--- config.mk ---
export PLATFORM = sky130hd
export DESIGN_NAME = echo_pulse_ranging_timer
export DESIGN_NICKNAME = d
export VERILOG_FILES = /design/src/design/eprt_pkg.sv /design/src/design/eprt_store.sv /design/src/design/echo_pulse_ranging_timer.sv
export SDC_FILE = /design/constraint.sdc
export NUM_CORES = 2
export LEC_CHECK = 0
export ABC_AREA = 1
export BUFFER_PORTS_ARGS = -buffer_cell sky130_fd_sc_hd__buf_2
export CORE_ASPECT_RATIO = 0.7
export CORE_MARGIN = 3
export CORE_UTILIZATION = 55
export DETAILED_ROUTE_END_ITERATION = 16
export HOLD_SLACK_MARGIN = 0.05
export PLACE_DENSITY_LB_ADDON = 0.15
export REMOVE_ABC_BUFFERS = 1
export SLEW_MARGIN = 40
export SYNTH_ARGS = -nofsm -noshare
export SYNTH_HDL_FRONTEND = slang
export SYNTH_MEMORY_MAX_BITS = 65536
export SYNTH_SLANG_ARGS = --single-unit
--- constraint.sdc ---
create_clock -name clk -period 8.6 [get_ports clk]
set_clock_uncertainty 0.1 [all_clocks]
set_input_delay 1.29 -clock clk [delete_from_list [all_inputs] [get_ports clk]]
set_output_delay 1.29 -clock clk [all_outputs]
set_load 0.01 [all_outputs]
--- src/design/eprt_pkg.sv ---
`timescale 1ns / 1ps
// ----------------------------------------------------------------------------
// eprt_pkg: shared types and constants of the echo pulse ranging timer
// Item opcodes, read status codes, register indexes, reset values and the
// request/status bundles between the control logic and the result store.
// ----------------------------------------------------------------------------
package eprt_pkg;

	// Entry and field widths
	localparam int DUR_W     = 32;
	localparam int ENTRY_W   = DUR_W + 1;
	localparam int MARK_BIT  = DUR_W;
	localparam int TRIG_W    = 16;
	localparam int CFG_IDX_W = 1;
	localparam int CFG_W     = 32;

	// Register reset values and the duration count ceiling
	localparam logic [TRIG_W-1:0] TRIG_RESET    = 16'd20;
	localparam logic [DUR_W-1:0]  TIMEOUT_RESET = 32'd50000;
	localparam logic [DUR_W-1:0]  DUR_MAX       = '1;

	typedef enum logic [1:0] {
		OP_TICK = 2'd0,
		OP_TRIG = 2'd1,
		OP_READ = 2'd2,
		OP_NONE = 2'd3
	} op_t;

	typedef enum logic [1:0] {
		ST_OK      = 2'd0,
		ST_EMPTY   = 2'd1,
		ST_TIMEOUT = 2'd2,
		ST_NOREAD  = 2'd3
	} status_t;

	typedef enum logic [CFG_IDX_W-1:0] {
		REG_TRIG    = 1'b0,
		REG_TIMEOUT = 1'b1
	} cfg_idx_t;

	// Request from control to store, one beat at most per cycle
	typedef struct packed {
		logic               push;
		logic               pop;
		logic [ENTRY_W-1:0] entry;
	} fifo_req_t;

	// Store status seen by control
	typedef struct packed {
		logic empty;
		logic full;
		logic empty_next;
	} fifo_stat_t;

endpackage

--- src/design/eprt_store.sv ---
`timescale 1ns / 1ps
// ----------------------------------------------------------------------------
// eprt_store: result FIFO of the ranging timer
// One synchronous memory with a registered read port, plus read and write
// pointers. One slot stays free, so DEPTH slots hold DEPTH-1 entries.
// ----------------------------------------------------------------------------
module eprt_store #(
	parameter int DEPTH = 128
) (
	input  logic                          clk,
	input  logic                          arst_n,
	input  eprt_pkg::fifo_req_t           req,
	output eprt_pkg::fifo_stat_t          stat,
	output logic [eprt_pkg::ENTRY_W-1:0]  rd_data
);
	import eprt_pkg::*;

	localparam int PTR_W = $clog2(DEPTH);

	logic [ENTRY_W-1:0] mem [DEPTH];
	logic [PTR_W-1:0]   rd_ptr_q, wr_ptr_q;
	logic [PTR_W-1:0]   rd_ptr_d, wr_ptr_d;
	logic [PTR_W-1:0]   rd_nxt, wr_nxt;
	logic [ENTRY_W-1:0] rd_data_q;
	logic               do_push, do_pop;

	function automatic logic [PTR_W-1:0] ptr_inc(input logic [PTR_W-1:0] p);
		return (p == PTR_W'(DEPTH - 1)) ? '0 : p + 1'b1;
	endfunction

	// Work out occupancy and the pointers after this beat
	always_comb begin
		wr_nxt          = ptr_inc(wr_ptr_q);
		rd_nxt          = ptr_inc(rd_ptr_q);
		stat.empty      = (rd_ptr_q == wr_ptr_q);
		stat.full       = (wr_nxt == rd_ptr_q);
		do_push         = req.push && !stat.full;
		do_pop          = req.pop && !stat.empty;
		wr_ptr_d        = do_push ? wr_nxt : wr_ptr_q;
		rd_ptr_d        = do_pop ? rd_nxt : rd_ptr_q;
		stat.empty_next = (rd_ptr_d == wr_ptr_d);
	end

	// Advance pointers
	always_ff @(posedge clk or negedge arst_n) begin
		if (!arst_n) begin
			rd_ptr_q <= '0;
			wr_ptr_q <= '0;
		end else begin
			rd_ptr_q <= rd_ptr_d;
			wr_ptr_q <= wr_ptr_d;
		end
	end

	// Write on push, read the head on pop; read data holds otherwise
	always_ff @(posedge clk) begin
		if (do_push) begin
			mem[wr_ptr_q] <= req.entry;
		end
		if (req.pop) begin
			rd_data_q <= mem[rd_ptr_q];
		end
	end

	assign rd_data = rd_data_q;

`ifndef SYNTH
	// A dropped push leaves the write pointer where it was
	a_full_drop: assert property (@(posedge clk) disable iff (!arst_n)
		req.push && stat.full |=> $stable(wr_ptr_q))
		else $error("push into a full store moved the write pointer");

	// Control never pushes and pops in the same beat
	a_one_access: assert property (@(posedge clk) disable iff (!arst_n)
		!(req.push && req.pop))
		else $error("push and pop in the same cycle");
`endif

endmodule

--- src/design/echo_pulse_ranging_timer.sv ---
`timescale 1ns / 1ps
// ----------------------------------------------------------------------------
// echo_pulse_ranging_timer: ultrasonic echo ranging timer
// Tick, trigger and read items drive the trigger pulse, the echo duration
// count, the timeout, and a FIFO of results kept in one memory.
// ----------------------------------------------------------------------------
// Usage:
//  - Input channel (in_valid/in_ready, opcode, echo_level): one item per beat.
//    Tick items sample echo_level, trigger items start a pulse, read items
//    pop one result from the FIFO.
//  - Output channel (out_valid/out_ready): exactly one result beat per item,
//    in order: trigger pin level, read status, duration and data_available.
//  - Config port (cfg_wen/cfg_index/cfg_wdata): single-cycle register writes,
//    taken only while no item is in flight; the user must keep to this, the block does not enforce it.
//  - Throughput: one item per cycle unless the output stalls; control state
//    updates in the accept cycle, and the FIFO memory read port is used once
//    per read item that pops an entry.
//  - Result path: the memory read and the middle stage load at the accept
//    edge, then the output register loads from them when it may advance.
//  - Reset clears all control state and pointers and loads the register
//    defaults; the FIFO memory itself is not cleared.
//  - A stalled receiver holds the output register; at most one more item is
//    taken into the middle stage, then in_ready drops until the output drains.
// ----------------------------------------------------------------------------
module echo_pulse_ranging_timer #(
	parameter int FIFO_DEPTH = 128
) (
	input  logic                            clk,
	input  logic                            arst_n,
	input  logic                            in_valid,
	output logic                            in_ready,
	input  logic [1:0]                      opcode,
	input  logic                            echo_level,
	output logic                            out_valid,
	input  logic                            out_ready,
	output logic                            trig_level,
	output logic [1:0]                      read_status,
	output logic [eprt_pkg::DUR_W-1:0]      read_value,
	output logic                            data_available,
	input  logic                            cfg_wen,
	input  logic [eprt_pkg::CFG_IDX_W-1:0]  cfg_index,
	input  logic [eprt_pkg::CFG_W-1:0]      cfg_wdata
);
	import eprt_pkg::*;

	// Configuration registers
	logic [TRIG_W-1:0] trig_cfg_q;
	logic [DUR_W-1:0]  timeout_cfg_q;

	// Control state
	logic              prev_q, started_q, armed_q;
	logic [DUR_W-1:0]  ecount_q, tcount_q;
	logic [TRIG_W-1:0] pcount_q;
	logic              prev_d, started_d, armed_d;
	logic [DUR_W-1:0]  ecount_d, tcount_d;
	logic [TRIG_W-1:0] pcount_d;

	// Store interface
	fifo_req_t          req;
	fifo_stat_t         stat;
	logic [ENTRY_W-1:0] rd_data;

	// Middle stage
	logic valid_s1, trig_s1, rd_s1, empty_s1, avail_s1;

	// Output register
	logic              out_valid_q, trig_q, avail_q;
	status_t           status_q;
	logic [DUR_W-1:0]  value_q;

	logic    accept, s1_adv;
	op_t     op;
	status_t status_s1;

	assign op       = op_t'(opcode);
	assign s1_adv   = !out_valid_q || out_ready;
	assign in_ready = !valid_s1 || s1_adv;
	assign accept   = in_valid && in_ready;

	// Load configuration registers
	always_ff @(posedge clk or negedge arst_n) begin
		if (!arst_n) begin
			trig_cfg_q    <= TRIG_RESET;
			timeout_cfg_q <= TIMEOUT_RESET;
		end else if (cfg_wen) begin
			unique case (cfg_idx_t'(cfg_index))
				REG_TRIG:    trig_cfg_q    <= cfg_wdata[TRIG_W-1:0];
				REG_TIMEOUT: timeout_cfg_q <= cfg_wdata[DUR_W-1:0];
				default:     ;
			endcase
		end
	end

	// Next control state and store request for the accepted item
	always_comb begin
		logic rise, fall, high;
		prev_d    = prev_q;
		started_d = started_q;
		armed_d   = armed_q;
		ecount_d  = ecount_q;
		tcount_d  = tcount_q;
		pcount_d  = pcount_q;
		req       = '0;
		rise      = echo_level && !prev_q;
		fall      = !echo_level && prev_q;
		high      = echo_level && prev_q;
		if (accept) begin
			unique case (op)
				OP_TICK: begin
					// Edges first
					if (rise) begin
						started_d = 1'b1;
						ecount_d  = DUR_W'(1);
					end else if (high) begin
						if (started_q && ecount_q != DUR_MAX) begin
							ecount_d = ecount_q + 1'b1;
						end
					end else if (fall && started_q) begin
						armed_d   = 1'b0;
						req.push  = 1'b1;
						req.entry = {1'b0, ecount_q};
						started_d = 1'b0;
						ecount_d  = '0;
					end
					prev_d = echo_level;
					// Then the timeout countdown
					if (armed_d) begin
						if (tcount_q != '0) begin
							tcount_d = tcount_q - 1'b1;
						end
						if (tcount_d == '0) begin
							armed_d   = 1'b0;
							req.push  = 1'b1;
							req.entry = {1'b1, {DUR_W{1'b0}}};
						end
					end
					// Then the trigger pulse
					if (pcount_q != '0) begin
						pcount_d = pcount_q - 1'b1;
						if (pcount_d == '0) begin
							armed_d  = 1'b1;
							tcount_d = (timeout_cfg_q != '0) ? timeout_cfg_q : DUR_W'(1);
						end
					end
				end
				OP_TRIG: begin
					pcount_d = (trig_cfg_q != '0) ? trig_cfg_q : TRIG_W'(1);
				end
				OP_READ: begin
					req.pop = !stat.empty;
				end
				OP_NONE: ;
				default: ;
			endcase
		end
	end

	// Hold control state
	always_ff @(posedge clk or negedge arst_n) begin
		if (!arst_n) begin
			prev_q    <= 1'b0;
			started_q <= 1'b0;
			armed_q   <= 1'b0;
			ecount_q  <= '0;
			tcount_q  <= '0;
			pcount_q  <= '0;
		end else begin
			prev_q    <= prev_d;
			started_q <= started_d;
			armed_q   <= armed_d;
			ecount_q  <= ecount_d;
			tcount_q  <= tcount_d;
			pcount_q  <= pcount_d;
		end
	end

	eprt_store #(
		.DEPTH(FIFO_DEPTH)
	) u_store (
		.clk     (clk),
		.arst_n  (arst_n),
		.req     (req),
		.stat    (stat),
		.rd_data (rd_data)
	);

	// Middle stage: wait for the memory read data
	always_ff @(posedge clk or negedge arst_n) begin
		if (!arst_n) begin
			valid_s1 <= 1'b0;
		end else if (in_ready) begin
			valid_s1 <= accept;
		end
	end

	always_ff @(posedge clk) begin
		if (accept) begin
			trig_s1  <= (pcount_d != '0);
			rd_s1    <= (op == OP_READ);
			empty_s1 <= stat.empty;
			avail_s1 <= !stat.empty_next;
		end
	end

	// Decode read status from the popped entry
	always_comb begin
		if (!rd_s1) begin
			status_s1 = ST_NOREAD;
		end else if (empty_s1) begin
			status_s1 = ST_EMPTY;
		end else if (rd_data[MARK_BIT]) begin
			status_s1 = ST_TIMEOUT;
		end else begin
			status_s1 = ST_OK;
		end
	end

	// Output register
	always_ff @(posedge clk or negedge arst_n) begin
		if (!arst_n) begin
			out_valid_q <= 1'b0;
		end else if (s1_adv) begin
			out_valid_q <= valid_s1;
		end
	end

	always_ff @(posedge clk) begin
		if (s1_adv && valid_s1) begin
			trig_q   <= trig_s1;
			avail_q  <= avail_s1;
			status_q <= status_s1;
			value_q  <= (status_s1 == ST_OK) ? rd_data[DUR_W-1:0] : '0;
		end
	end

	assign out_valid      = out_valid_q;
	assign trig_level     = trig_q;
	assign read_status    = status_q;
	assign read_value     = value_q;
	assign data_available = avail_q;

`ifndef SYNTH
	// An armed timeout always has ticks left
	a_armed_count: assert property (@(posedge clk) disable iff (!arst_n)
		armed_q |-> tcount_q != '0)
		else $error("timeout armed with zero count");

	// No echo in progress means a cleared duration count
	a_idle_count: assert property (@(posedge clk) disable iff (!arst_n)
		!started_q |-> ecount_q == '0)
		else $error("duration count set without a rising edge");

	// A stalled middle stage keeps its beat
	a_s1_hold: assert property (@(posedge clk) disable iff (!arst_n)
		valid_s1 && !s1_adv |=> valid_s1)
		else $error("middle stage lost a beat under stall");
`endif

endmodule

==> summary.md <==
| Metric | Value |
|---|---|
| Max-cap violations | 0 |
| Final setup fails | 0 |
| Register-to-Register Path Depth | 16 |
| Primary FF master, synth | edfxtp_1 |
| Status | completed |
| Clock slew at reported path FFs | 60 ps |
| Max-slew violations | 0 |
| Die area | 0.327 sq mm |
| WP depth | 16 |
| Core area | 0.318 sq mm |
| DP Cell Count | 17.1k |
| Remaining Overflow, GRT | 0 |
| Leak Pwr | 68.4 nW |
| First-pass GRT wire length | 782000 um |
| Post-layout util | 62.5% |
| Die W | 683 um |
| Die height | 480 um |
| Final Non-Filler Cells | 17.9k |
| Routability cong. | 0.905 |
| WP data required | 9130 ps |
| FILL cells | 23.3k |
| Postcts setup bufs | 0 |
| RSZ-0062 raised after global routing | false |
| CTS Sinks | 4444 |
| Endpoints failing hold | 0 |
| Top cells by area, synth | edfxtp_1 73%, o21ai_0 7.1%, nor2_1 5.8% |
| Register area share after synthesis | 75.3% |
| Crit end category | flop |
| CP max-delay cell | nor2_4 |
| Gate Count Post-Synth | 13.4k |
| P&R area growth vs syn | 12.9% |
| Commonest non-fill, non-tap cell in the layout | edfxtp_1 |
| Least-Margin Pin Slew | 1110 ps |
| Via count | 119k |
| FF+latch count, synth | 4444 |
| Nets | 13.4k |
| Detailed-route wire length | 547000 um |
| Post-synth cell types | 59 |
| Routed vias/inst | 6.64 |
| Asr flop ratio synth | 3.31% |
| Setup TNS | 0 ps |
| Worst-Skew Late Latency | 960 ps |
| Crit path max-delay family | simple AND/OR/NAND/NOR gates |
| Pre-CTS setup slack | 2460 ps |
| Starting density of the core | 55.4% |
| Fin crit share | 65.3% |
| DR iter-0 viols | 19.5k |
| Worst-path cell chain | inv_2 > ha_1 > nand2_4 > nor2_8 > nand4_4 > nand2_1 > nand4_1 > nor2_1 > nand3_2 > nand2_4 > nand2_4 > nor2_8 > nand3_4 > buf_4 > nor2_4 > buf_4 |
| Post-DP HPWL | 318000 um |
| Initial DRT Pass Iterations | 6 |
| Largest net degree at the start of global routing | 207 |
| Share of the synthesized area in the top cell type | 73.2% |
| Power per cell area | 308 mW/mm^2 |
| Critical path class | reg2reg |
| Antenna Nets Post-Route | 0 |
| Tmin final | 5620 ps |
| Root buf cell | clkbuf_16 |
| Cell taking the most area after synthesis | edfxtp_1 |
| Final Power | 0.0613 W |
| IO buf count | 78 |
| CP most frequent cell | nand2_4 |
| Mean area per synthesized cell | 13.1 sq um |
| Hold-fix buffers, CTS | 0 |
| Resized cells post-CTS | 0 |
| Crit-path max FO | 34 |
| Antenna violations before repair | 46 |
| CTS tree | done |
| Ports | 79 |
| Syn Std Cell Area | 0.176 sq mm |
| TritonCTS buffer count | 412 |
| Row count | 173 |
| Post-synth EDFFs | 4297 |
| Final setup margin | 2980 ps |
| Worst Path Buf+Inv | 3 |
| DRC violations left | 0 |
| Vias in the first global route | 110k |
| Worst Hold Class | in2async |
| VDD IR max | 0.335 mV |
| DR WL/cell | 30.6 um |
| Clk buf depth | 4 |
| Total Routing Usage GR | 32.8% |
| Max Clk Rate | 178 MHz |
| Layout cells sized above 1 | 9.98% |
| Warnings from Yosys | 0 |
| Max stage delay on crit path | 640 ps |
| Startpoint Class | flop |
| Most frequent cells in the layout | 4297 x edfxtp_1, 2609 x nor2_1, 2511 x o21ai_0 |
| Slew HR | 26.2% |
| Arrival @ worst endpoint | 6150 ps |
| H-tree levels | 5 |
## logic make-up (layout without fill, tap and decap cells)
group / Yosys count / after routing / share of synthesized area (%)
fa+ha+maj: 7 / 7 / 0.0497
xor+xnor: 41 / 41 / 0.204
buf+inv: 1185 / 1430 / 2.63
mux: 16 / 16 / 0.102
other cells: 0 / 9 / 0
compound gates: 4144 / 4144 / 13.6
flops: 4444 / 4444 / 75.3
simple gates: 3572 / 3572 / 8.06
## sequential cells by signal, indices dropped and copies added (netlist names), 16 cells and up
name	count
u_store.rd_data	33
trig_cfg_q	16
timeout_cfg_q	32
pcount_q	16
u_store.mem	4224
read_value	32
tcount_q	32
ecount_q	32
## report_power, final
| part | internal, W | total, W | leakage [nW] | switching [W] |
|---|---|---|---|---|
| registers | 0.0237 | 0.0241 | 46.1 | 0.000449 |
| clock network | 0.0101 | 0.0181 | 6.38 | 0.00801 |
| logic | 0.00483 | 0.0191 | 16.0 | 0.0142 |
| total | 0.0386 | 0.0613 | 68.4 | 0.0227 |
## worst reg2reg max path: stages (launching register included)
cell	delay, ps
dfrtp_1	390
inv_2	120
ha_1	370
nand2_4	150
nor2_8	200
nand4_4	520
nand2_1	400
nand4_1	240
nor2_1	250
nand3_2	130
nand2_4	200
nand2_4	220
nor2_8	230
nand3_4	280
buf_4	460
nor2_4	680
buf_4	390
## through the flow
| stage | area, sq um | hold WS [ps] |
|---|---|---|
| after floorplan | 172000 | 300 |
| after global placement | 181000 | 317 |
| after detailed placement | 185000 | 322 |
| after CTS | 198000 | 277 |
| after global routing | 199000 | 313 |
| final | 199000 | 288 |
## cell usage after synthesis (all sizes together), types with 37 or more instances
cell type,count
o221ai,392
nand2,488
a21oi,127
edfxtp,4297
nor3,58
nor4,37
buf,142
nor2,2764
inv,194
o22ai,776
nand3,180
o211ai,204
clkbuf,843
o21ai,2529
dfrtp,139
## cell type report
type	count	area, sq um	area share, %
Clock buffer	496	10800	5.42
Clock inverter	252	2310	1.16
Timing Repair Buffer	482	6690	3.36
Tap cell	4200	5260	2.64
Multi-Input combinational cell	7780	40300	20.3
Sequential cell	4444	133000	66.8
Antenna cell	9	22.5	0.0113
Inverter	200	782	0.393
## routing by layer
metal | vias to the layer above | GRT usage, % | part of all wire (%)
met1 | 59348 | 49.5 | 40
met5 | - | 0 | 0.027
li1 | 50352 | - | -
met4 | 22 | 11.6 | 3.7
met2 | 7922 | 46.2 | 43
met3 | 972 | 8.49 | 13
## path summary, 6_finish.rpt
check                       startpoint             endpoint  slack, ps
min in group clk              avail_s1       data_available        330
setup / recovery           tcount_q[0]  u_store.mem[68][18]       2980
hold / removal                  arst_n          ecount_q[7]        290
setup reg to reg           tcount_q[0]  u_store.mem[68][18]       2980
hold reg to reg               avail_s1       data_available        330
max in group asynchronous       arst_n        trig_cfg_q[8]       6960
Power figures use the tool's default switching activity.
